**config.mk**
```make
export PLATFORM = sky130hd
export DESIGN_NAME = ast_horner_cell
export DESIGN_NICKNAME = d
export VERILOG_FILES = /design/src/hw/rtl/ast_pkg.sv /design/src/hw/rtl/ast_horner_cell.sv
export SDC_FILE = /design/constraint.sdc
export NUM_CORES = 2
export LEC_CHECK = 0
export BUFFER_PORTS_ARGS = -buffer_cell sky130_fd_sc_hd__buf_2
export CAP_MARGIN = 20
export CELL_PAD_IN_SITES_DETAIL_PLACEMENT = 1
export CELL_PAD_IN_SITES_GLOBAL_PLACEMENT = 1
export CORE_ASPECT_RATIO = 0.6
export CORE_MARGIN = 2
export CORE_UTILIZATION = 46
export DETAILED_ROUTE_END_ITERATION = 10
export GPL_TIMING_DRIVEN = 0
export PLACE_DENSITY_LB_ADDON = 0.05
export SLEW_MARGIN = 20
export SYNTH_ARGS = -nofsm -noshare
export SYNTH_HDL_FRONTEND = slang
export SYNTH_SLANG_ARGS = --single-unit
export TNS_END_PERCENT = 1
```
**constraint.sdc**
```tcl
create_clock -name clk -period 9.3 [get_ports clk]
set_clock_uncertainty 0.1 [all_clocks]
set_input_delay 0.93 -clock clk [delete_from_list [all_inputs] [get_ports clk]]
set_output_delay 0.93 -clock clk [all_outputs]
set_load 0.005 [all_outputs]
```
**src/hw/rtl/ast_pkg.sv**
```systemverilog
// Shared constants, types and helpers for the angular spectrum kernel generator.
package ast_pkg;

  localparam int MAX_DIM    = 1024;
  localparam int HALF_MAX   = MAX_DIM / 2;
  localparam int MOD_STEPS  = 10;   // conditional subtracts for (idx + h) mod 2h
  localparam int ROOT_STEPS = 24;   // one result bit per root cell
  localparam int POLY_STEPS = 4;    // Horner cells after the seed coefficient
  // stage numbers of the pipeline registers
  localparam int ST_ABS   = MOD_STEPS;
  localparam int ST_SQ    = ST_ABS + 1;
  localparam int ST_MUL   = ST_SQ + 1;
  localparam int ST_CMP   = ST_MUL + 1;
  localparam int ST_ROOT0 = ST_CMP + 1;
  localparam int ST_PHASE = ST_ROOT0 + ROOT_STEPS;
  localparam int ST_U2    = ST_PHASE + 1;
  localparam int ST_POLY0 = ST_U2 + 1;
  localparam int ST_FIN   = ST_POLY0 + POLY_STEPS;
  localparam int PIPE_DEPTH = ST_FIN + 1;

  // register indexes of the configuration port
  localparam logic [2:0] REG_INV_LAMBDA_SQ  = 3'd0;
  localparam logic [2:0] REG_COL_STEP_SQ    = 3'd1;
  localparam logic [2:0] REG_ROW_STEP_SQ    = 3'd2;
  localparam logic [2:0] REG_TURNS_PER_UNIT = 3'd3;
  localparam logic [2:0] REG_HALF_COLS      = 3'd4;
  localparam logic [2:0] REG_HALF_ROWS      = 3'd5;

  // quarter-wave sine polynomial, Q2.30
  localparam logic [31:0] PC_A9 = 32'd172272;
  localparam logic [31:0] HORNER_COEF [POLY_STEPS] =
    '{32'd5026995, 32'd85569306, 32'd693598669, 32'd1686629713};

  localparam logic [15:0] Q15_MAX = 16'sd32767;

  typedef struct packed {
    logic [30:0] u;    // argument, Q1.30
    logic [30:0] u2;   // argument squared, Q1.30
    logic [31:0] acc;  // Horner accumulator, Q2.30
  } lane_t;

  // zero means one, above the array half size saturates
  function automatic logic [9:0] eff_half(input logic [9:0] h);
    logic [9:0] v;
    v = h;
    if (h == 10'd0) v = 10'd1;
    else if (h > 10'(HALF_MAX)) v = 10'(HALF_MAX);
    return v;
  endfunction

endpackage

```
**src/hw/rtl/ast_horner_cell.sv**
```systemverilog
// One Horner step of the sine polynomial: coef - (acc * u2) >> 30.
module ast_horner_cell import ast_pkg::*; (
  input  logic        clk,
  input  logic        en,
  input  logic [31:0] coef,
  input  lane_t       lane_in,
  output lane_t       lane_r
);
  logic [62:0] prod;
  lane_t       lane_nxt;

  assign prod = {31'd0, lane_in.acc} * {32'd0, lane_in.u2};

  always_comb begin
    lane_nxt     = lane_in;
    lane_nxt.acc = coef - prod[61:30];
  end

  always_ff @(posedge clk) begin
    if (en) lane_r <= lane_nxt;
  end
endmodule

```
Word level (Yosys, flattened, before mapping). Cells that the tools add are included.

Order comparisons: 0. Reductions and logical operators: 0. $mul: 1. Divide/modulo/power cells: 0. Shifts and indexed selects: 0. Multiplexer cells: 0. Equality and inequality tests: 0. Add/sub/neg operators: 1. Bitwise operators: 0.

Operators with widths (count): $mul A32 B31 Y62 (1); $sub A32 B32 Y32 (1).

Register bits: 94. Input port bits: 128. Memories: 0. Word-level logic and storage cells: 5. Bits in read-only memories: 0. Output and inout port bits: 94. Memory bits (writable): 0. Latch bits: 0.

Logic depth before layout (Yosys ltp).
Depth in word-level cells: 2. Gate-level depth with buffers: 37. Gate-level depth less buffers: 35.

Worst setup path after synthesis. No wires, ideal clock.

Kind: input to register. Start: in lane_in[40] (netlist name). End: reg lane_r[31] (netlist name) (data pin). Arrival: 9066 ps. Buffers on the path: 2. Stages on the path: 35. Path slack: -124 ps. Setup time: 258 ps. Data required time: 8942 ps. Path through: clkbuf_1 -> and2_1 -> fa_1 -> fa_1 -> inv_1 -> fa_1 -> fa_1 -> inv_1 -> fa_1 -> fa_1 -> fa_1 -> inv_1 -> fa_1 -> inv_1 -> ha_1 -> clkbuf_2 -> nand4_1 -> nor4_2 -> nand3_1 -> o221ai_2 -> nor2_1 -> o21ai_2 -> a21oi_1 -> o21ai_0 -> xnor2_1 -> ha_1 -> inv_1 -> a21oi_1 -> or3_1 -> a221oi_2 -> a31oi_1 -> a31oi_1 -> o21ai_1 -> a31oi_1 -> xnor2_1.

RTL lines: start: declaration (line ast_horner_cell.sv:6) `input lane_t lane_in,`; end signal: assignment (line ast_horner_cell.sv:20) `if (en) lane_r <= lane_nxt;`; end: declaration (line ast_horner_cell.sv:7) `output lane_t lane_r`.

==> results.yml <==
logic_synthesis:
  synth_cell_types: 61
  synth_edf_count: 94
  synth_area_leaders: "fa_1 (49%), ha_1 (9.8%), and2_1 (8.5%)"
  async_reset_ff_frac: 0
  yosys_warnings: 0
  synthCells: 3762
  synth_top_area_frac: 0.486
  yosysSeqAreaShare: 0.0793
  synth_top_flop_cell: "edfxtp_1"
  ys_ff_latch: 94
  syn-cell-area_mm2: 0.0356
  syn_nets: 5033
  synth_top_area_cell: "fa_1"
  synth_area_per_cell_um2: 9.46
die:
  start_util: 0.468
  io_pins: 222
  core-area_mm2: 0.0761
  die-area_mm2: 0.0797
  std_cell_rows: 78
  fp.dieW_um: 363
  dieHeight_um: 219
setup_path:
  cp_common_cell: "fa_1"
  cp.required_ns: 9.38
  critPathCaptureType: "register"
  crit_arrival_ns: 10.47
  crit_path_top_delay_cell: "fa_2"
  path_max_fanout: 10
  max_stage_delay_ns: 0.63
  crit_path_start_kind: "input port"
  crit_family: "adder cells"
  critPathKind: "input port to register"
  crit_buf_inv: 7
  crit_cells: 32
clock_tree:
  cts_tree: "done"
  cts_buffer_depth: 2
  cts_buffers: 9
  path_clk_slew_ns: 0.10
  htreeDepth: 3
  cts_sinks: 94
  cts-root-buf: "clkbuf_16"
timing:
  slew_viol_final: 0
  setup_viol_count_final: 22
  rsz0062_at_grt: "true"
  hold_viol: 0
  fmax_mhz: 96.2
  slew_headroom: 0.248
  fin_crit_ns: 10.39
  tightest_slew_ns: 1.13
  fin_crit_sh: 1.12
  fin_ws_ns: -1.09
routing:
  ant_nets: 0
  drtIter0Drc: 3230
  drcViolationCount: 0
  wl_mm: 152
  vias_per_cell: 5.67
  via_count: 28500
  drtPass1Iterations: 6
  routedWlPerCell_um: 30.2
global_routing:
  grt_max_degree: 75
  grt_pass1_vias: 29000
  gr-total-overflow: 0
  grt_pass1_wl_mm: 213
  antenna_found_initial: 12
  grt_usage: 0.388
min_path:
  min_path_cells: 1
  hold_path_class: "input port to register"
finish:
  nNetsFinal: 5285
  final_core_util: 0.521
  final.fill_count: 8674
  area_growth_pct: 11.5
  largest_reg_flops: 94
  layout-drive-gt1-share: 0.131
  reg_top3: "lane_r: 94 flops"
  largest_register: "lane_r"
run_status:
  status: "finished with violations"
  violations: "negative setup slack"
run:
  drv_cap: 0
placed_design:
  io_buffer_count: 221
  gp_congestion: 1.03
  hpwl_mm: 128
## layout by cell type (no fill, tap or decap), drive strengths merged, types with 15 or more instances in the layout
cell / instances
fa: 865
inv: 800
nand2: 573
and2: 483
buf: 321
ha: 278
clkbuf: 131
edfxtp: 94
a21oi: 89
o21ai: 56
nor2: 43
xnor2: 42
a21o: 33
nand3: 21
xor2: 20
nand4: 18
diode: 15
## per-layer routing
layer | global-route usage | vias up | part of all wire
met5 | 0.0184 | - | 0.0013
met1 | 0.587 | 14800 | 0.44
met4 | 0.0712 | 6 | 0.019
li1 | - | 11700 | -
met3 | 0.220 | 132 | 0.18
met2 | 0.468 | 1837 | 0.35
## cell usage after synthesis, types with 3 or more instances
| cell type | n |
|---|---|
| a21boi_0 | 4 |
| a21oi_1 | 87 |
| nand4_1 | 18 |
| o211ai_1 | 11 |
| o21ai_0 | 49 |
| and2_1 | 483 |
| a41oi_1 | 3 |
| clkbuf_1 | 198 |
| nor2_1 | 43 |
| o21ai_1 | 6 |
| inv_1 | 795 |
| fa_1 | 865 |
| ha_1 | 278 |
| nor2b_1 | 5 |
| a211oi_1 | 9 |
| xor2_1 | 20 |
| nor4_1 | 5 |
| or3_1 | 5 |
| edfxtp_1 | 94 |
| or2_2 | 5 |
| o31ai_1 | 6 |
| o21a_1 | 13 |
| a21o_1 | 32 |
| o21bai_1 | 6 |
| o221ai_2 | 3 |
| nand3_1 | 21 |
| nor3b_1 | 3 |
| nand2b_1 | 5 |
| a221o_1 | 4 |
| xnor2_1 | 42 |
| nor3_1 | 14 |
| and3_1 | 10 |
| nand2_1 | 572 |
| a31oi_1 | 11 |
## worst paths after layout
kind        start    endpoint  slack [ns]
max   lane_in[62]  lane_r[30]       -1.09
min   lane_in[91]  lane_r[91]        0.55
## kinds of logic after synthesis
logic type / Yosys count / synth area share
mux: 2 / 0.000562
compound gates: 265 / 0.0484
simple gates: 1199 / 0.167
fa+ha+maj: 1143 / 0.584
xor+xnor: 62 / 0.0153
flops: 94 / 0.0793
buf+inv: 997 / 0.105
## stage by stage
stage          cells  TNS (ns)  cell area [um2]  setup WS [ns]  hold WS (ns)
2_1_floorplan   3762   -0.0105            35600        -0.0105         0.929
3_3_place_gp    4983    -65.71            38000          -3.32          1.01
3_5_place_dp    4985    -65.76            38000          -3.34          1.01
4_1_cts         5002    -18.51            38700          -1.51         0.524
5_1_grt         5027    -18.32            39700          -1.30         0.547
6_report        5034    -13.61            39700          -1.09         0.553
## area by class of cell
cell class                      count  area (um2)  share of cell area
Antenna cell                       15        37.5            0.000946
Buffer                            202        1430              0.0359
Clock buffer                        9         225             0.00568
Clock inverter                      7        70.1             0.00177
Inverter                          795        2980              0.0752
Multi-Input combinational cell   2671       29500               0.745
Sequential cell                    94        2820              0.0711
Tap cell                         1000        1250              0.0315
Timing Repair Buffer              241        1320              0.0333
## repair_timing
item / in CTS / in global routing
setup endpoints to repair: 31 / 27
buffers inserted: 1 / 17
hold buffers: 0 / 0
resized for setup: 204 / 392
pin swaps: 1 / 31
Power is not shown: default switching activity piles up to over one toggle a cycle in this logic, so the estimate is an artifact.
