`src/hw/rtl/ast_pkg.sv`:
```
// Shared constants, types and helpers for the angular spectrum kernel generator.
package ast_pkg;

  localparam int MAX_DIM    = 1024;
  localparam int HALF_MAX   = MAX_DIM / 2;
  localparam int MOD_STEPS  = 10;   // conditional subtracts for (idx + h) mod 2h
  localparam int ROOT_STEPS = 24;   // one result bit per root cell
  localparam int POLY_STEPS = 4;    // Horner cells after the seed coefficient
  // stage numbers of the pipeline registers
  localparam int ST_ABS   = MOD_STEPS;
  localparam int ST_SQ    = ST_ABS + 1;
  localparam int ST_MUL   = ST_SQ + 1;
  localparam int ST_CMP   = ST_MUL + 1;
  localparam int ST_ROOT0 = ST_CMP + 1;
  localparam int ST_PHASE = ST_ROOT0 + ROOT_STEPS;
  localparam int ST_U2    = ST_PHASE + 1;
  localparam int ST_POLY0 = ST_U2 + 1;
  localparam int ST_FIN   = ST_POLY0 + POLY_STEPS;
  localparam int PIPE_DEPTH = ST_FIN + 1;

  // register indexes of the configuration port
  localparam logic [2:0] REG_INV_LAMBDA_SQ  = 3'd0;
  localparam logic [2:0] REG_COL_STEP_SQ    = 3'd1;
  localparam logic [2:0] REG_ROW_STEP_SQ    = 3'd2;
  localparam logic [2:0] REG_TURNS_PER_UNIT = 3'd3;
  localparam logic [2:0] REG_HALF_COLS      = 3'd4;
  localparam logic [2:0] REG_HALF_ROWS      = 3'd5;

  // quarter-wave sine polynomial, Q2.30
  localparam logic [31:0] PC_A9 = 32'd172272;
  localparam logic [31:0] HORNER_COEF [POLY_STEPS] =
    '{32'd5026995, 32'd85569306, 32'd693598669, 32'd1686629713};

  localparam logic [15:0] Q15_MAX = 16'sd32767;

  typedef struct packed {
    logic [30:0] u;    // argument, Q1.30
    logic [30:0] u2;   // argument squared, Q1.30
    logic [31:0] acc;  // Horner accumulator, Q2.30
  } lane_t;

  // zero means one, above the array half size saturates
  function automatic logic [9:0] eff_half(input logic [9:0] h);
    logic [9:0] v;
    v = h;
    if (h == 10'd0) v = 10'd1;
    else if (h > 10'(HALF_MAX)) v = 10'(HALF_MAX);
    return v;
  endfunction

endpackage

```
`src/hw/rtl/ast_root_cell.sv`:
```
// One bit step of the pipelined integer square root.
module ast_root_cell import ast_pkg::*; (
  input  logic        clk,
  input  logic        en,
  input  logic [4:0]  step,
  input  logic [47:0] n_in,
  input  logic [47:0] res_in,
  output logic [47:0] n_r,
  output logic [47:0] res_r
);
  logic [47:0] bitv;
  logic [48:0] trial;
  logic [47:0] n_nxt;
  logic [47:0] res_nxt;

  assign bitv  = 48'd1 << (6'd46 - {step, 1'b0});
  assign trial = {1'b0, res_in} + {1'b0, bitv};

  always_comb begin
    if ({1'b0, n_in} >= trial) begin
      n_nxt   = n_in - trial[47:0];
      res_nxt = (res_in >> 1) + bitv;
    end else begin
      n_nxt   = n_in;
      res_nxt = res_in >> 1;
    end
  end

  always_ff @(posedge clk) begin
    if (en) begin
      n_r   <= n_nxt;
      res_r <= res_nxt;
    end
  end
endmodule

```
`config.mk`:
```
export PLATFORM = sky130hd
export DESIGN_NAME = ast_root_cell
export DESIGN_NICKNAME = d
export VERILOG_FILES = /design/src/hw/rtl/ast_pkg.sv /design/src/hw/rtl/ast_root_cell.sv
export SDC_FILE = /design/constraint.sdc
export NUM_CORES = 1
export LEC_CHECK = 0
export ABC_AREA = 1
export BUFFER_PORTS_ARGS = -buffer_cell sky130_fd_sc_hd__buf_2
export CORE_UTILIZATION = 54
export CTS_CLUSTER_DIAMETER = 60
export DETAILED_ROUTE_END_ITERATION = 8
export PLACE_DENSITY = 0.81
export RECOVER_POWER = 100
export SYNTH_ARGS = -nofsm -noshare
export SYNTH_HDL_FRONTEND = slang
export SYNTH_SLANG_ARGS = --single-unit
export TNS_END_PERCENT = 1
```
`constraint.sdc`:
```
create_clock -name clk -period 3.9 [get_ports clk]
set_input_delay 0.195 -clock clk [delete_from_list [all_inputs] [get_ports clk]]
set_output_delay 0.195 -clock clk [all_outputs]
set_load 0.1 [all_outputs]
```
==> run metrics, run 1 <==
placed cells 3131; most frequent cells after synthesis 707 x nand2_1, 302 x inv_1, 268 x nor2_1, 155 x nand3_1, 118 x a21oi_1; Run Error [ERROR GRT-0232] Routing congestion too high. Check the congestion heatmap in the GUI.; total global routing overflow 7; Mapped Area 0.0131 sq mm; initial core utilization 55.5%; global placer's final weighted congestion 1.10; top cell type's share of synthesized area 22.0%; status aborted with a tool error; CTS buffer count 9; largest net degree at the start of global routing 73; Syn Area/Cell 6.01 sq um; dominant cell type by area after synthesis edfxtp_1; count of boundary I/O pins 199; CTS Hold Bufs 0; HPWL after DPL 48.3 mm; die height 158 microns; Synth async-reset ratio 0%; synthesized instance count 2182; register area share after synthesis 22.0%; Post-synth EDFFs 96; row count 56; top-count cell post-synth nand2_1; Fail Step 5_1_grt; Seq cells post-synth 96; CTS Root Cell clkbuf_16; Synthesis Warnings 0; Post-Syn Nets 2378; synth top area cells edfxtp_1 22%, nand2_1 20%, ha_1 8.8%; CTS Sinks 96; clock tree buffer depth 2; worst_ep kind sequential cell input; # H-tree levels 3; gr usage total 63.7%; Die W 158 microns; Port Buffers 198; ys flop type edfxtp_1; Netlist cell types 42; worst-path endpoint after global-route repair_timing res_r[32]$_DFFE_PP_/D
==> cell families after synthesis <==
group	count (synthesis)	synth area share (%)
fa+ha+maj	93	8.94
compound gates	327	13.7
simple gates	1250	39.7
xor+xnor	86	5.75
flops	96	22.0
buf+inv	330	9.96
==> routing by layer <==
layer / track usage (%) / GRT overflow
met5: 8.28 / 0
met4: 65.9 / 3
met3: 35.8 / 0
met2: 88.6 / 4
met1: 64.4 / 0
==> per-stage QoR <==
step,area (sq um),TNS [ps],setup slack (ps)
global placement,17900,-73850,-873
CTS,19500,-0.316,-0.316
detailed placement,17900,-85380,-995
floorplan,13100,0,43.4
==> timing repair <==
item | CTS
setup endpoints to repair | 96
gates resized for setup | 254
pin swaps | 79
setup buffers | 39
hold endpoints to repair | 0
cloned | 1
==> run 2, diff against run 1 <==
--- a/config.mk
+++ b/config.mk
@@ -7,10 +7,9 @@
 export LEC_CHECK = 0
 export ABC_AREA = 1
 export BUFFER_PORTS_ARGS = -buffer_cell sky130_fd_sc_hd__buf_2
-export CORE_UTILIZATION = 54
-export CTS_CLUSTER_DIAMETER = 60
+export CORE_UTILIZATION = 40
 export DETAILED_ROUTE_END_ITERATION = 8
-export PLACE_DENSITY = 0.81
+export PLACE_DENSITY_LB_ADDON = 0.15
 export RECOVER_POWER = 100
 export SYNTH_ARGS = -nofsm -noshare
 export SYNTH_HDL_FRONTEND = slang
==> constraint.sdc (replaced) <==
create_clock -name clk -period 5.07 [get_ports clk]
set_input_delay 0.2535 -clock clk [delete_from_list [all_inputs] [get_ports clk]]
set_output_delay 0.2535 -clock clk [all_outputs]
set_load 0.1 [all_outputs]
==> run 2 against run 1 <==
The flow now finishes, with violations (capacitance limit, slew limit); area after synthesis did not move; synthesized cell count did not move.
==> run metrics, run 2 <==
Mapped Area 0.0131 sq mm; Final Hold Viols 0; Via density 5.32; Synth async-reset ratio 0%; HPWL after DPL 49.2 mm; area added between synthesis and finish 20.2%; Seq cells post-synth 96; filler cell count 3516; Cell Count, Final, Fillers Out 2950; violated checks capacitance limit, slew limit; Post-Syn Nets 2378; drt pass-1 iters 5; routed vias 15700; CTS Sinks 96; setup TNS 0 ps; die height 183 microns; Post-synth EDFFs 96; post-route ant nets 0; Port Buffers 198; HP Start n_in[41]; Reg area 0.00288 sq mm; CTS tree yes; drt drc 0; Initial DRC Count 1070; Largest regs n_r x48, res_r x48; status finished, violations left; final slew viol count 44; most frequent cells in the layout 707 x nand2_1, 302 x inv_1, 268 x nor2_1; Rel. slew slack -71.7%; Resize count post-CTS 0; area of the multi-input gates 0.00892 sq mm; met3 usage in global routing 2.82%; CTS buffer count 9; Tcrit/Tclk final 93.2%; hold depth 3; worst path required time 5180 ps; total global routing overflow 0; worst-path fanout max 23; Core Area 0.0319 sq mm; Power Dens Cells 236 mW/mm^2; # H-tree levels 3; row count 65; postcts setup bufs 0; routed len/inst 19.4 microns; synthesized instance count 2182; DIE AREA 0.0335 sq mm; Max Cap Viol 1; dominant cell type by area after synthesis edfxtp_1; Synthesis Warnings 0; most common cell after layout, fill and taps aside nand2_1; gr busiest metal met2; Slowest-stage cell, CP o21ai_0; clock tree buffer depth 2; Worst Setup End Kind register; largest net degree at the start of global routing 74; most used cell, CP nand2_1; final worst slack 346 ps; met2 usage 63.2%; Netlist cell types 42; crit path kind primary input to register; maximum VDD drop 196 uV; Placement Setup Slack 3.65 ps; layout net count 2705; most frequent cells after synthesis 707 x nand2_1, 302 x inv_1, 268 x nor2_1, 155 x nand3_1, 118 x a21oi_1; top cell type's share of synthesized area 22.0%; final setup violating endpoints 0; register area share after synthesis 22.0%; Die W 183 microns; Syn Area/Cell 6.01 sq um; count of boundary I/O pins 199; clk slew on worst S/H paths 70 ps; Routed WL 57.2 mm; vias in the first global route 15400; initial core utilization 41.1%; CTS Root Cell clkbuf_16; crit path time final 4720 ps; RSZ-0062 raised after global routing no; ys flop type edfxtp_1; placed cells 2933; Pleak 7.41 nW; max frequency 0.212 GHz; synth top area cells edfxtp_1 22%, nand2_1 20%, ha_1 8.8%; Worst Max-Slew Pin Slew 2580 ps; critical path's largest stage delay 450 ps; top-count cell post-synth nand2_1; crit path DAT 4840 ps; initial antenna violation count 1; share of cells above drive strength 1 10.9%; global placer's final weighted congestion 1.03; Min-Delay Path Class primary input to register; first-pass GRT wire length 85.6 mm; gr usage total 34.3%; Worst Hold End n_r[41]$_DFFE_PP_; CTS Hold Bufs 0; CP Launch Type primary input; met1 Use GR 38.3%
==> run 2: cell families after synthesis <==
| family | after synthesis | share of synthesized area (%) |
|---|---|---|
| compound gates | 327 | 13.7 |
| xor+xnor | 86 | 5.75 |
| fa+ha+maj | 93 | 8.94 |
| buf+inv | 330 | 9.96 |
| flops | 96 | 22.0 |
| simple gates | 1250 | 39.7 |
==> run 2: cell type report <==
type	count	area share [%]
inverter	307	7.31
clock buffer	10	1.45
antenna	1	0.0159
tap	435	3.45
timing repair buffer	339	12.6
sequential	96	18.3
clock inverter	6	0.230
multi-input combinational	1756	56.6
==> run 2: worst max path at each step <==
stage                          endpoint     from
global placement      n_r[38]$_DFFE_PP_  step[4]
detailed placement  res_r[23]$_DFFE_PP_  step[4]
global route        res_r[19]$_DFFE_PP_  step[4]
finish              res_r[24]$_DFFE_PP_  step[1]
CTS                 res_r[23]$_DFFE_PP_  step[4]
floorplan             n_r[45]$_DFFE_PP_  step[3]
==> run 2: metal layers <==
metal / wire length, microns / part of all wire [%]
met1: 22600 / 39
met4: 3550 / 6.2
met5: 0 / 0
met2: 28500 / 50
met3: 2640 / 4.6
==> run 2: critical path, delay by kind of cell <==
| family | cells | cell delay [ps] |
|---|---|---|
| xor gates and xnor gates | 1 | 100 |
| buffers and inverters | 5 | 710 |
| AOI/OAI and AO/OA | 5 | 1150 |
| and+or+nand+nor | 14 | 1870 |
| adders and majority gates | 2 | 730 |
==> run 2: metrics by stage <==
stage | power [mW] | instance area, sq um | hold slack [ps] | util [%]
final | 3.72 | 15800 | 152 | 49.4
after CTS | 3.76 | 15900 | 134 | 49.9
after floorplan | 2.51 | 13100 | 366 | -
after global placement | 3.07 | 15600 | 556 | 49.0
after global routing | 3.88 | 15800 | 169 | 49.4
after detailed placement | 3.08 | 15600 | 551 | 49.0
==> run 2: where the power goes <==
part           switching [mW]  internal, mW  leakage (nW)
clock                   0.348         0.329         0.122
combinational            1.54         0.458          6.35
sequential             0.0284          1.01         0.936
(Power assumes the default switching activity.)
==> run 3, diff against run 2 <==
--- a/config.mk
+++ b/config.mk
@@ -5,9 +5,8 @@
 export SDC_FILE = /design/constraint.sdc
 export NUM_CORES = 1
 export LEC_CHECK = 0
-export ABC_AREA = 1
 export BUFFER_PORTS_ARGS = -buffer_cell sky130_fd_sc_hd__buf_2
-export CORE_UTILIZATION = 40
+export CORE_UTILIZATION = 57
 export DETAILED_ROUTE_END_ITERATION = 8
 export PLACE_DENSITY_LB_ADDON = 0.15
 export RECOVER_POWER = 100
==> run 3 against run 2 <==
The run ends with DRC, capacitance limit, slew limit, setup timing left; global-route usage is 1.6 points higher; combinational power is 3% higher; hold slack better by 30 ps; largest power group unchanged; setup slack worse by 750 ps; highest routed layer unchanged; count of clock-buffer cells in the layout is 1 higher; die area is 47% lower; synthesized cell count is 47% lower.
==> run metrics, run 3 <==
CTS Hold Bufs 0; Power Dens Cells 273 mW/mm^2; count of boundary I/O pins 199; Routed WL 34.9 mm; critical path's largest stage delay 330 ps; CTS buffer count 9; final worst slack -408 ps; share of cells above drive strength 1 31.5%; filler cell count 1122; routed len/inst 19.1 microns; Worst Max-Slew Pin Slew 2430 ps; crit path time final 5480 ps; sequential fraction of design power 27.4%; largest net degree at the start of global routing 97; Port Buffers 198; hold depth 3; Power, Total 3.79 mW; area share of and/or/nand/nor cells after synthesis 18.9%; Via density 6.08; CTS Sinks 96; synth top area cells edfxtp_1 29%, ha_1 12%, xor2_1 7.6%; HPWL after DPL 24.4 mm; Largest regs n_r x48, res_r x48; Netlist cell types 71; most frequent cells in the layout 243 x buf_4, 148 x nand2_1, 100 x buf_2; Int Pwr 2.01 mW; most frequent cells after synthesis 158 x nand2_1, 111 x o21ai_0, 96 x edfxtp_1, 92 x ha_1, 88 x nor2_1; drt pass-1 iters 9; Syn Area/Cell 8.47 sq um; final slew viol count 97; gr usage total 36.0%; CTS tree yes; global placer's final weighted congestion 0.986; CTS Root Cell clkbuf_16; crit path kind primary input to register; routed vias 11100; Slowest-stage cell, CP a221oi_2; Min Hold Slack 182 ps; Post-synth EDFFs 96; RSZ-0062 raised after global routing yes; ys flop type edfxtp_1; Initial DRC Count 1126; register area share after synthesis 29.2%; Post-DP Area 0.0127 sq mm; drt drc 2; Max Cap Viol 1; most common cell after layout, fill and taps aside buf_4; top-count cell post-synth nand2_1; Tcrit/Tclk final 108%; adder and majority gate portion of the synthesized area 12.6%; Psw 1.79 mW; Mapped Area 0.00987 sq mm; row count 47; Switching Share 47.1%; Core Area 0.0168 sq mm; area added between synthesis and finish 40.8%; synthesized instance count 1165; die height 134 microns; Synthesis Warnings 0; complex-gate fraction of the synthesized area 23.2%; clock tree buffer depth 2; DIE AREA 0.0178 sq mm; Final Hold Viols 0; violated checks DRC, capacitance limit, slew limit, setup timing; Pleak 5.96 nW; Rel. slew slack -62.3%; crit path DAT 5590 ps; CP Launch Type primary input; top cell type's share of synthesized area 29.2%; initial core utilization 58.9%; Die W 134 microns; status finished, violations left; Min-Delay Path Class primary input to register; post-route ant nets 0; total global routing overflow 0; vias in the first global route 10100; Synth async-reset ratio 0%; worst path required time 5180 ps; layout net count 1792; # H-tree levels 3; clock power share 18.6%; XOR/XNOR Fraction of Synth Area 12.5%; initial antenna violation count 1; worst-path fanout max 7; clk slew on worst S/H paths 70 ps; Combinational Power Share 54.1%; most used cell, CP buf_4; largest family of logic cells by synthesized area compound AO/OA/AOI/OAI gates; Worst Setup End Kind register; mux cell area share after synthesis 0.342%; Seq cells post-synth 96; final setup violating endpoints 96; HP Start n_in[0]; dominant cell type by area after synthesis edfxtp_1; maximum VDD drop 243 uV; Worst Hold End n_r[0]$_DFFE_PP_; Post-Syn Nets 1361; max frequency 0.183 GHz; first-pass GRT wire length 50.6 mm; Design Area, Final 0.0139 sq mm
run 3: cell types whose count changed after synthesis, sizes merged, moves of 21 or more:
cell	previous run	this run
a21oi	118	80
a31oi	5	36
clkbuf	3	26
inv	307	22
nand2	712	158
nand3	158	28
nor2	270	91
nor3	31	10
xor2	46	86
run 3: worst max-delay path by stage:
stage / startpoint / end / slack, ps / cells past startpoint
4_1_cts: step[3] / n_r[24]$_DFFE_PP_ / -170 / 29
3_3_place_gp: step[3] / n_r[7]$_DFFE_PP_ / -750 / 29
2_1_floorplan: step[3] / n_r[1]$_DFFE_PP_ / -250 / 29
3_5_place_dp: step[3] / n_r[9]$_DFFE_PP_ / -860 / 28
6_report: step[4] / res_r[45]$_DFFE_PP_ / -410 / 31
5_1_grt: step[3] / res_r[45]$_DFFE_PP_ / -590 / 30
run 3: final cells by class:
cell class,count,area [sq um],share of cell area [%]
clock inverter,5,57.6,0.414
sequential,96,2880,20.7
inverter,22,82.6,0.594
tap,220,275,1.98
antenna,1,2.50,0.0180
multi-input combinational,1005,7210,51.9
clock buffer,11,233,1.67
timing repair buffer,462,3150,22.6
run 3: power by group through the flow:
stage               sequential, mW  clock, mW  combinational [mW]
detailed placement            1.05          0                1.82
floorplan                     1.80          0               0.572
global placement              1.05          0                1.79
CTS                           1.03      0.708                1.90
global route                  1.05      0.728                2.14
finish                        1.04      0.704                2.05
run 3: metrics by stage:
| step | setup slack (ps) | TNS (ps) | utilization, % | cells |
|---|---|---|---|---|
| floorplan | -250 | -17260 | - | 1165 |
| global placement | -747 | -56540 | 75.6 | 1767 |
| detailed placement | -857 | -63220 | 75.6 | 1767 |
| CTS | -166 | -8960 | 79.4 | 1796 |
| global route | -594 | -48980 | 82.9 | 1822 |
| finish | -408 | -30870 | 82.9 | 1822 |
run 3: layer usage:
metal,vias up,part of all wire [%],track usage [%]
met5,-,0,0
met4,0,3.5,12.2
met3,111,8.6,4.41
met2,633,45,56.3
met1,5133,43,51.2
li1,5198,-,-
run 3: cell families (layout without fill, tap and decap cells):
| family | count (synthesis) | in the layout |
|---|---|---|
| flip-flops | 96 | 96 |
| buffers and inverters | 65 | 500 |
| multiplexers | 3 | 3 |
| adder cells (fa/ha/maj) | 100 | 100 |
| XOR/XNOR | 141 | 141 |
| AO/OA/AOI/OAI | 364 | 365 |
| other | 0 | 1 |
| AND/OR/NAND/NOR | 396 | 396 |
run 3: repair_timing:
item,CTS,global route
pin swaps,21,49
cloned,5,7
setup endpoints to repair,96,96
resized for setup,37,131
buffers inserted,8,19
run 3: critical path: cells and delay by family:
family          cells  cell delay [ps]
compound gates     14             2880
xor+xnor            2              330
fa+ha+maj           2              450
buf+inv             8             1080
simple gates        5              600
