===== src/hw/rtl/ast_pkg.sv =====
// Shared constants, types and helpers for the angular spectrum kernel generator.
package ast_pkg;

  localparam int MAX_DIM    = 1024;
  localparam int HALF_MAX   = MAX_DIM / 2;
  localparam int MOD_STEPS  = 10;   // conditional subtracts for (idx + h) mod 2h
  localparam int ROOT_STEPS = 24;   // one result bit per root cell
  localparam int POLY_STEPS = 4;    // Horner cells after the seed coefficient
  // stage numbers of the pipeline registers
  localparam int ST_ABS   = MOD_STEPS;
  localparam int ST_SQ    = ST_ABS + 1;
  localparam int ST_MUL   = ST_SQ + 1;
  localparam int ST_CMP   = ST_MUL + 1;
  localparam int ST_ROOT0 = ST_CMP + 1;
  localparam int ST_PHASE = ST_ROOT0 + ROOT_STEPS;
  localparam int ST_U2    = ST_PHASE + 1;
  localparam int ST_POLY0 = ST_U2 + 1;
  localparam int ST_FIN   = ST_POLY0 + POLY_STEPS;
  localparam int PIPE_DEPTH = ST_FIN + 1;

  // register indexes of the configuration port
  localparam logic [2:0] REG_INV_LAMBDA_SQ  = 3'd0;
  localparam logic [2:0] REG_COL_STEP_SQ    = 3'd1;
  localparam logic [2:0] REG_ROW_STEP_SQ    = 3'd2;
  localparam logic [2:0] REG_TURNS_PER_UNIT = 3'd3;
  localparam logic [2:0] REG_HALF_COLS      = 3'd4;
  localparam logic [2:0] REG_HALF_ROWS      = 3'd5;

  // quarter-wave sine polynomial, Q2.30
  localparam logic [31:0] PC_A9 = 32'd172272;
  localparam logic [31:0] HORNER_COEF [POLY_STEPS] =
    '{32'd5026995, 32'd85569306, 32'd693598669, 32'd1686629713};

  localparam logic [15:0] Q15_MAX = 16'sd32767;

  typedef struct packed {
    logic [30:0] u;    // argument, Q1.30
    logic [30:0] u2;   // argument squared, Q1.30
    logic [31:0] acc;  // Horner accumulator, Q2.30
  } lane_t;

  // zero means one, above the array half size saturates
  function automatic logic [9:0] eff_half(input logic [9:0] h);
    logic [9:0] v;
    v = h;
    if (h == 10'd0) v = 10'd1;
    else if (h > 10'(HALF_MAX)) v = 10'(HALF_MAX);
    return v;
  endfunction

endpackage


===== src/hw/rtl/ast_mod_cell.sv =====
// One conditional-subtract cell of the index modulo chain.
module ast_mod_cell import ast_pkg::*; (
  input  logic        clk,
  input  logic        en,
  input  logic [3:0]  shift,
  input  logic [9:0]  half,
  input  logic [10:0] rem_in,
  output logic [10:0] rem_r
);
  logic [20:0] dsh;
  logic [10:0] rem_nxt;

  assign dsh = {9'd0, half, 1'b0} << shift;

  always_comb begin
    rem_nxt = rem_in;
    if ({10'd0, rem_in} >= dsh) rem_nxt = rem_in - dsh[10:0];
  end

  always_ff @(posedge clk) begin
    if (en) rem_r <= rem_nxt;
  end
endmodule


===== config.mk =====
export PLATFORM = sky130hd
export DESIGN_NAME = ast_mod_cell
export DESIGN_NICKNAME = d
export VERILOG_FILES = /design/src/hw/rtl/ast_pkg.sv /design/src/hw/rtl/ast_mod_cell.sv
export SDC_FILE = /design/constraint.sdc
export NUM_CORES = 1
export LEC_CHECK = 0
export ABC_AREA = 1
export BUFFER_PORTS_ARGS = -buffer_cell sky130_fd_sc_hd__buf_2
export CORE_UTILIZATION = 40
export DETAILED_ROUTE_END_ITERATION = 6
export GPL_TIMING_DRIVEN = 0
export SYNTH_ARGS = -nofsm -noshare
export SYNTH_HDL_FRONTEND = slang
export SYNTH_SLANG_ARGS = --single-unit

===== constraint.sdc =====
create_clock -name clk -period 2.9 [get_ports clk]
set_input_delay 0.145 -clock clk [delete_from_list [all_inputs] [get_ports clk]]
set_output_delay 0.145 -clock clk [all_outputs]
set_load 0.01 [all_outputs]

Yosys cells after proc, flatten, opt, wreduce, memory -nomap -nowiden:

Cells that the tools add are included.

* word-level logic and storage cells: 5
* ROM bits: 0
* memories kept: 0
* bits of input ports: 27
* latch bits: 0
* register bits after elaboration: 11
* output and inout port bits: 11
* RAM bits: 0

* multiplexer cells: 1
* div/mod/pow operators: 0
* $add $sub $neg: 1
* reductions and logical operators: 0
* shift-type cells: 1
* $mul: 0
* $lt $le $gt $ge: 1
* bitwise operators: 0
* equal/unequal tests: 0

Operators by type and width (number)
* 11-bit by 21-bit greater-or-equal comparator with 1-bit output: 1
* 11-bit by 4-bit << shifter with 21-bit output: 1
* 11-bit 2-to-1 mux: 1
* 11-bit subtractor: 1

Longest topological paths before layout:

Gate-level depths: netlist of run 1.

* word-level depth: 3
* depth in mapped cells: 19
* gate-level depth less buffers: 18

Least setup slack after synthesis of run 1:

Ideal clock, no wire load.

* kind: input port to flip-flop
* start point: in shift[0]
* end point: reg rem_r[10] (data pin)
* setup slack: 0.801 ns
* arrival time: 1.846 ns
* library setup time: 0.252 ns
* stages: 16
* required time: 2.648 ns
* buffers on the path: 2
* cells stage by stage: buf_4 nand2_1 nand3_1 nand2_1 nand2_1 nand3_1 ha_1 a21oi_1 o21ai_0 a21oi_1 nand3_1 nand2_1 nand2_1 buf_2 nand3_1 nand2_1

* cells in the longest elaborated chain, start to end: 3
* elaborated cells between the ends (all ways): 4
* those cells by class: add/sub: 1; order compare: 1; shift: 1; mux: 1

Ends and longest elaborated chain
* start: declaration: RTL line ast_mod_cell.sv:5 `input logic [3:0] shift,`
* 11-bit by 4-bit << shifter with 21-bit output *: RTL line ast_mod_cell.sv:13 `assign dsh = {9'd0, half, 1'b0} << shift;`
* 11-bit by 21-bit greater-or-equal comparator with 1-bit output or 11-bit subtractor (tied branches): RTL line ast_mod_cell.sv:17 `if ({10'd0, rem_in} >= dsh) rem_nxt = rem_in - dsh[10:0];`
* 11-bit 2-to-1 mux *: RTL line ast_mod_cell.sv:17
* named net rem_nxt[10]: RTL line ast_mod_cell.sv:11 `logic [10:0] rem_nxt;`
* end signal: assignment: RTL line ast_mod_cell.sv:21 `if (en) rem_r <= rem_nxt;`
* end: declaration: RTL line ast_mod_cell.sv:8 `output logic [10:0] rem_r`

Mark *: on every way through the listed nets, which the timed path passes. The rest lies on a longest branch.
A chain may end at the register's enable or synchronous reset.

Worst setup path after layout of run 1:

* start point: in shift[3]
* end point: reg rem_r[8] (data pin)

The elaborated chain is that of the path after synthesis.

==> results.py, run 1 <==
metrics = {
    "status": {
        "run_status": "completed",
    },
    "finish": {
        "diodes": 0,
        "largest-register": "rem_r",
        "num-fill-cells": 395,
        "design_area_um2": 1760,
        "largest_register_ff_count": 11,
        "reg_top3": "rem_r x11",
        "area_growth_pct": 19.5,
        "drive_gt1_share_pct": 19.0,
        "nets_final": 323,
    },
    "floorplan": {
        "die_area_um2": 3930,
        "initial_cell_density_of_the_core_pct": 42.8,
        "dieWidth_um": 62.7,
        "fp.coreArea_um2": 3440,
        "number_of_ports_placed_on_the_die_boundary": 38,
        "num_rows": 21,
        "die_h_um": 62.7,
    },
    "route": {
        "vias": 1670,
        "drt-vias-per-instance": 5.06,
        "drc": 0,
        "postRouteAntennaNets": 0,
        "wire_per_inst_um": 11.2,
        "drt_pre_antenna_iters": 4,
        "drt_iter0_markers": 83,
        "detail_route.wirelength_um": 3690,
    },
    "power_and_ir_drop": {
        "power.leakage_nw": 0.952,
        "worst_voltage_drop_across_the_vdd_grid_mv": 0.140,
        "power_density_nw_per_um2": 354,
    },
    "worst_setup_path": {
        "path_cells": "buf_2, inv_1, clkbuf_1, nand3_1, ha_1, a21oi_1, o21ai_0, a21oi_1, nand3_1, nand2_1, nand2_1, buf_2, nand3_1, nand2_1",
        "arrival_time_worst_endpoint_ps": 2370,
        "worst-path-stages": 14,
        "setup.worst_path.start_class": "input pin",
        "cp_num_buf_inv": 4,
        "critical_path.endpoint": "rem_r[8]$_DFFE_PP_",
        "worst_ep_required_time_ps": 2880,
        "worst-setup-path-type": "input pin to register",
        "timing.critical_path.fanout_max": 10,
        "cpMaxStageDelayCell": "sky130_fd_sc_hd__clkbuf_1",
        "slowest_delay_ps": 370,
        "critical_path_startpoint": "shift[3]",
        "crit_family": "buffers and inverters",
        "critPathCaptureType": "register",
    },
    "logic_synthesis": {
        "yosys.area.top_type_share_pct": 27.5,
        "syn_inst": 243,
        "synth.top_cells.by_count": "108 x sky130_fd_sc_hd__nand2_1, 43 x sky130_fd_sc_hd__nand3_1, 15 x sky130_fd_sc_hd__inv_1",
        "yosysSeqAreaShare_pct": 22.4,
        "synth-edff-count": 11,
        "ys_dominant_reg_cell": "sky130_fd_sc_hd__edfxtp_1",
        "mappedNetlistArea_um2": 1470,
        "synth.most_common_cell": "sky130_fd_sc_hd__nand2_1",
        "asyncSetResetFlopFracSynth_pct": 0,
        "synth.net_count": 281,
        "netlist_top_cells_area": "sky130_fd_sc_hd__nand2_1 28%, sky130_fd_sc_hd__edfxtp_1 22%, sky130_fd_sc_hd__nand3_1 15%, sky130_fd_sc_hd__ha_1 9.3%, sky130_fd_sc_hd__inv_1 3.8%",
        "synth_largest_area_cell": "sky130_fd_sc_hd__nand2_1",
        "syn_avg_cell_area_um2": 6.06,
        "yosysUniqueCellTypes": 22,
        "synth-warning-count": 0,
        "number_of_synthesized_register_bits": 11,
    },
    "place": {
        "globalplace.congestion": 0.882,
        "placed_area_um2": 1720,
        "io_buffers": 37,
        "hpwlAfterDp_um": 3120,
    },
    "global_route": {
        "antenna_found_initial": 0,
        "global_route.overflow_total": 0,
        "number_of_global_route_vias_before_repair": 1505,
        "global_route_wire_length_before_repair_um": 6640,
        "groute.usage.overall_pct": 20.9,
        "maximum_number_of_pins_on_one_net_before_global_route_repair": 12,
    },
    "sta": {
        "finalHoldViolations": 0,
        "count_of_pins_over_their_slew_limit": 0,
        "worst_margin_pin_slew_ps": 433,
        "final_period_minus_worst_setup_slack_ps": 2390,
        "finalSetupViolations": 0,
        "setup_total_negative_slack_ps": 0,
        "period_share_pct": 82.3,
        "worst_slew_margin_rel_pct": 71.1,
        "rsz_0062_raised_after_global_routing": "no",
        "whs_ps": 123,
        "timing.fmax_ghz": 0.419,
    },
    "clock_tree": {
        "postCtsSetupRepairBufs": 0,
        "h-tree-depth": 1,
        "total_clock_buffers_created_by_cts": 3,
        "cts_hold_repair.buffers": 0,
        "clock_sink_count": 11,
        "cts-resized-gates": 0,
        "cts-root-to-sink-buffers": 2,
        "tritoncts_clock_tree": "built",
        "cts_root_buffer": "sky130_fd_sc_hd__clkbuf_8",
        "clock_pin_slew_of_the_registers_on_the_worst_case_setup_and_hold_paths_ps": 50,
    },
    "flow_run": {
        "number_of_max_cap_violations": 0,
    },
    "worst_hold_path": {
        "hold_path_class": "input pin to register",
    },
}
==> where the power goes <==
part | total [mW] | internal (mW) | switching (mW) | leakage (nW)
clock | 0.154 | 0.0965 | 0.0573 | 0.0228
sequential | 0.195 | 0.192 | 0.00259 | 0.108
combinational | 0.274 | 0.104 | 0.171 | 0.822
==> cells in the final DEF (no fill, tap or decap), types with 2 or more instances in the layout <==
cell / n
sky130_fd_sc_hd__xor2_1: 4
sky130_fd_sc_hd__inv_1: 15
sky130_fd_sc_hd__edfxtp_1: 11
sky130_fd_sc_hd__xnor2_1: 3
sky130_fd_sc_hd__nand2_1: 108
sky130_fd_sc_hd__nand3_1: 43
sky130_fd_sc_hd__clkbuf_1: 2
sky130_fd_sc_hd__ha_1: 11
sky130_fd_sc_hd__nor2_1: 8
sky130_fd_sc_hd__buf_2: 41
sky130_fd_sc_hd__a21oi_1: 9
sky130_fd_sc_hd__nand4_1: 5
sky130_fd_sc_hd__nand2_2: 4
sky130_fd_sc_hd__buf_6: 2
sky130_fd_sc_hd__clkbuf_8: 3
sky130_fd_sc_hd__o21ai_0: 7
sky130_fd_sc_hd__nand3_2: 2
==> logic make-up after synthesis <==
kind of cell               synth area share (%)
AOI/OAI and AO/OA                          5.44
and+or+nand+nor                            50.6
buffers and inverters                      7.99
DFF                                        22.4
adders and majority gates                  9.35
xor gates and xnor gates                   4.16
==> stage by stage <==
step / utilization, % / instances / power, mW / setup WS, ps
floorplan: - / 243 / 0.391 / 801
CTS: 51.1 / 330 / 0.625 / 535
finish: 51.1 / 330 / 0.623 / 513
global placement: 49.8 / 326 / 0.471 / 293
detailed placement: 49.8 / 326 / 0.471 / 290
global route: 51.1 / 330 / 0.678 / 241
==> worst min path at each step <==
stage                          from            endpoint  cells after the start
after detailed placement  rem_in[0]  rem_r[0]$_DFFE_PP_                      1
final                     rem_in[0]  rem_r[0]$_DFFE_PP_                      1
after floorplan           rem_in[0]  rem_r[0]$_DFFE_PP_                      0
after global routing      rem_in[0]  rem_r[0]$_DFFE_PP_                      1
after CTS                 rem_in[0]  rem_r[0]$_DFFE_PP_                      1
after global placement    rem_in[0]  rem_r[0]$_DFFE_PP_                      1
==> area by class of cell <==
cell class,instances,area (um2),share of cell area (%)
flip-flops and latches,11,330,18.8
multi-input cells,207,1020,58.2
well taps,46,57.6,3.27
inverters,16,60.1,3.41
plain buffers,9,57.6,3.27
clock buffers,4,45.0,2.56
repair buffers,37,185,10.5
==> metal layers <==
layer / GRT usage [%] / part of all wire, % / vias up
met2: 33.2 / 43 / 36
met5: 0 / 0 / -
met1: 29.1 / 51 / 742
met4: 5.23 / 1.0 / 0
met3: 3.65 / 4.7 / 4
li1: - / - / 888
Power figures use the tool's default switching activity.
==> inputs of run 2 (changes only) <==
Settings changed: ABC_AREA 1 to 0.
Clock period 2.9 ns to 2.21 ns, I/O delays scaled along.
==> results.py, run 2 <==
metrics = {
    "status": {
        "run_status": "finished, violations left",
        "violations": "setup timing",
    },
    "power_and_ir_drop": {
        "power_density_nw_per_um2": 442,
        "power.leakage_nw": 0.926,
        "p_seq_share_pct": 26.8,
        "worst_voltage_drop_across_the_vdd_grid_mv": 0.145,
        "clockPowerShare_pct": 20.0,
        "cell_internal_pwr_mw": 0.642,
        "power_switching_share_pct": 33.3,
        "netSwitchingPower_mw": 0.320,
        "share_comb_of_total_power_pct": 53.3,
        "total_power_mw": 0.963,
    },
    "clock_tree": {
        "cts-root-to-sink-buffers": 2,
        "tritoncts_clock_tree": "built",
        "total_clock_buffers_created_by_cts": 3,
        "h-tree-depth": 1,
        "clock_pin_slew_of_the_registers_on_the_worst_case_setup_and_hold_paths_ps": 50,
        "cts_root_buffer": "sky130_fd_sc_hd__clkbuf_8",
        "clock_sink_count": 11,
    },
    "place": {
        "hpwlAfterDp_um": 2820,
        "globalplace.congestion": 0.764,
        "io_buffers": 35,
    },
    "global_route": {
        "top_usage_layer": "met2",
        "global_route_wire_length_before_repair_um": 6120,
        "met3_usage_pct": 2.86,
        "number_of_global_route_vias_before_repair": 1374,
        "met1_usage_pct": 20.7,
        "antenna_found_initial": 0,
        "maximum_number_of_pins_on_one_net_before_global_route_repair": 12,
        "global_route.overflow_total": 0,
        "grtUsageMet2_pct": 36.7,
        "groute.usage.overall_pct": 19.2,
    },
    "finish": {
        "largest-register": "rem_r",
        "final_core_util_pct": 59.1,
        "diodes": 0,
        "final_cell_mix": "37 x sky130_fd_sc_hd__buf_2, 18 x sky130_fd_sc_hd__buf_4, 11 x sky130_fd_sc_hd__nand2_1, 11 x sky130_fd_sc_hd__edfxtp_1",
        "largest_register_ff_count": 11,
        "num-fill-cells": 334,
        "drive_gt1_share_pct": 50.9,
        "layout_commonest_cell": "sky130_fd_sc_hd__buf_2",
        "nets_final": 253,
        "reg_top3": "rem_r x11",
        "area_growth_pct": 39.9,
    },
    "sta": {
        "worst_slew_margin_rel_pct": 62.4,
        "final_period_minus_worst_setup_slack_ps": 2720,
        "rsz_0062_raised_after_global_routing": "yes",
        "finalSetupViolations": 10,
        "worst_margin_pin_slew_ps": 563,
        "finalHoldViolations": 0,
        "timing.fmax_ghz": 0.368,
        "count_of_pins_over_their_slew_limit": 0,
        "post-route-worst-setup-slack_ps": -510,
        "period_share_pct": 123,
    },
    "worst_setup_path": {
        "slowest_delay_ps": 370,
        "cell_occurring_most_often_along_the_worst_timing_path": "sky130_fd_sc_hd__buf_12",
        "setup.worst_path.start_class": "input pin",
        "worst-setup-path-type": "input pin to register",
        "cp_num_buf_inv": 5,
        "crit_family": "compound AO/OA/AOI/OAI gates",
        "critPathCaptureType": "register",
        "path_cells": "buf_12, buf_12, buf_8, buf_12, mux2i_1, a211oi_2, o21bai_1, ha_2, nand2_2, nor2_4, a211oi_4, a2111oi_4, buf_4, o21ai_4, mux2_4",
        "arrival_time_worst_endpoint_ps": 2700,
        "worst_ep_required_time_ps": 2190,
        "cpMaxStageDelayCell": "sky130_fd_sc_hd__ha_2",
        "timing.critical_path.fanout_max": 6,
    },
    "floorplan": {
        "num_rows": 22,
        "die_h_um": 64.4,
        "initial_cell_density_of_the_core_pct": 42.2,
        "die_area_um2": 4150,
        "fp.coreArea_um2": 3690,
        "dieWidth_um": 64.4,
        "number_of_ports_placed_on_the_die_boundary": 38,
    },
    "logic_synthesis": {
        "synth.net_count": 193,
        "yosysUniqueCellTypes": 47,
        "synth-edff-count": 11,
        "yosysSeqAreaShare_pct": 21.2,
        "synth-warning-count": 0,
        "number_of_synthesized_register_bits": 11,
        "asyncSetResetFlopFracSynth_pct": 0,
        "mappedNetlistArea_um2": 1560,
        "synthesized_area_fraction_occupied_by_adder_cells_pct": 8.84,
        "synth_compound_gate_area_share_pct": 19.0,
        "ys_dominant_reg_cell": "sky130_fd_sc_hd__edfxtp_1",
        "synth.top_cells.by_count": "13 x sky130_fd_sc_hd__nand2_1, 13 x sky130_fd_sc_hd__nor2_1, 11 x sky130_fd_sc_hd__edfxtp_1, 11 x sky130_fd_sc_hd__ha_1, 10 x sky130_fd_sc_hd__mux2_4",
        "synth_largest_area_cell": "sky130_fd_sc_hd__edfxtp_1",
        "synth.area.mux_share_pct": 25.1,
        "combinational_family_with_the_most_area_after_synthesis": "multiplexers",
        "syn_inst": 155,
        "yosys.area.top_type_share_pct": 21.2,
        "netlist_top_cells_area": "sky130_fd_sc_hd__edfxtp_1 21%, sky130_fd_sc_hd__mux2_4 9.6%, sky130_fd_sc_hd__ha_1 8.8%, sky130_fd_sc_hd__mux4_2 7.2%, sky130_fd_sc_hd__mux2i_1 5.1%",
        "synthXorXnorAreaFrac_pct": 4.50,
        "synth_simple_gate_area_share_pct": 15.1,
        "syn_avg_cell_area_um2": 10.0,
    },
    "flow_run": {
        "number_of_max_cap_violations": 0,
    },
    "route": {
        "wire_per_inst_um": 14.8,
        "postRouteAntennaNets": 0,
        "detail_route.wirelength_um": 3880,
        "drt_pre_antenna_iters": 4,
        "vias": 1451,
        "drt_iter0_markers": 46,
        "drc": 0,
        "drt-vias-per-instance": 5.54,
    },
    "worst_hold_path": {
        "hold_path_class": "input pin to register",
    },
}
-- run 2: changes by cell type after synthesis, sizes merged, moves of 5 or more --
cell    previous run  this run
mux2               0        10
mux4               0         6
a211oi             0         5
mux2i              0         9
inv               16         7
nand2            112        13
nor2               8        14
xnor2              3         8
nor2b              0         5
nand4              5         0
nand3             45         2
-- run 2: layer usage --
metal,up-vias,share of wire [%],routed length (um)
met2,51,54,2110
li1,706,-,-
met5,-,0,0
met1,688,40,1570
met3,6,4.3,167
met4,0,0.95,37
-- run 2: per-stage QoR --
stage | hold slack (ps) | area, um2 | std cells | setup TNS [ps] | setup slack, ps
after global routing | 42.6 | 2180 | 262 | -6120 | -622
after floorplan | 209 | 1650 | 155 | -5800 | -598
after detailed placement | 291 | 1880 | 238 | -9320 | -956
final | 51.6 | 2180 | 262 | -4950 | -510
after global placement | 290 | 1880 | 238 | -8710 | -895
after CTS | 47.8 | 2100 | 257 | -4870 | -511
-- run 2: path summary, 6_finish.rpt --
| check | start | to | slack (ps) | cells after the start |
|---|---|---|---|---|
| worst max-delay path | shift[0] | rem_r[2]$_DFFE_PP_ | -510 | 15 |
| worst min-delay path | rem_in[0] | rem_r[0]$_DFFE_PP_ | 50 | 1 |
-- run 2: logic make-up (layout without fill, tap and decap cells) --
| group | after synthesis | after routing |
|---|---|---|
| muxes | 25 | 25 |
| AOI/OAI and AO/OA | 37 | 38 |
| and+or+nand+nor | 48 | 48 |
| adders and majority gates | 11 | 11 |
| xor gates and xnor gates | 8 | 8 |
| DFF | 11 | 11 |
| buffers and inverters | 15 | 73 |
-- run 2: final cells by class --
class | count | area (um2) | area share, %
timing repair buffer | 54 | 334 | 15.3
clock buffer | 4 | 45.0 | 2.07
buffer | 7 | 77.6 | 3.56
sequential | 11 | 330 | 15.2
inverter | 8 | 47.5 | 2.18
tap | 48 | 60.1 | 2.76
multi-input combinational | 130 | 1280 | 59.0
-- run 2: timing repair --
action                                  CTS  global route
setup buffers                            14             5
hold buffers                              0             0
endpoints found under the setup margin   10            10
endpoints found under the hold margin     0             0
gates cloned                              1             0
gates resized for setup                  10            12
pin swaps                                 9            11
-- run 2: power groups by stage --
stage | clock network [mW] | logic [mW] | registers [mW]
global route | 0.206 | 0.554 | 0.259
floorplan | 0 | 0.304 | 0.274
finish | 0.192 | 0.513 | 0.258
global placement | 0 | 0.407 | 0.261
CTS | 0.197 | 0.475 | 0.258
detailed placement | 0 | 0.419 | 0.262
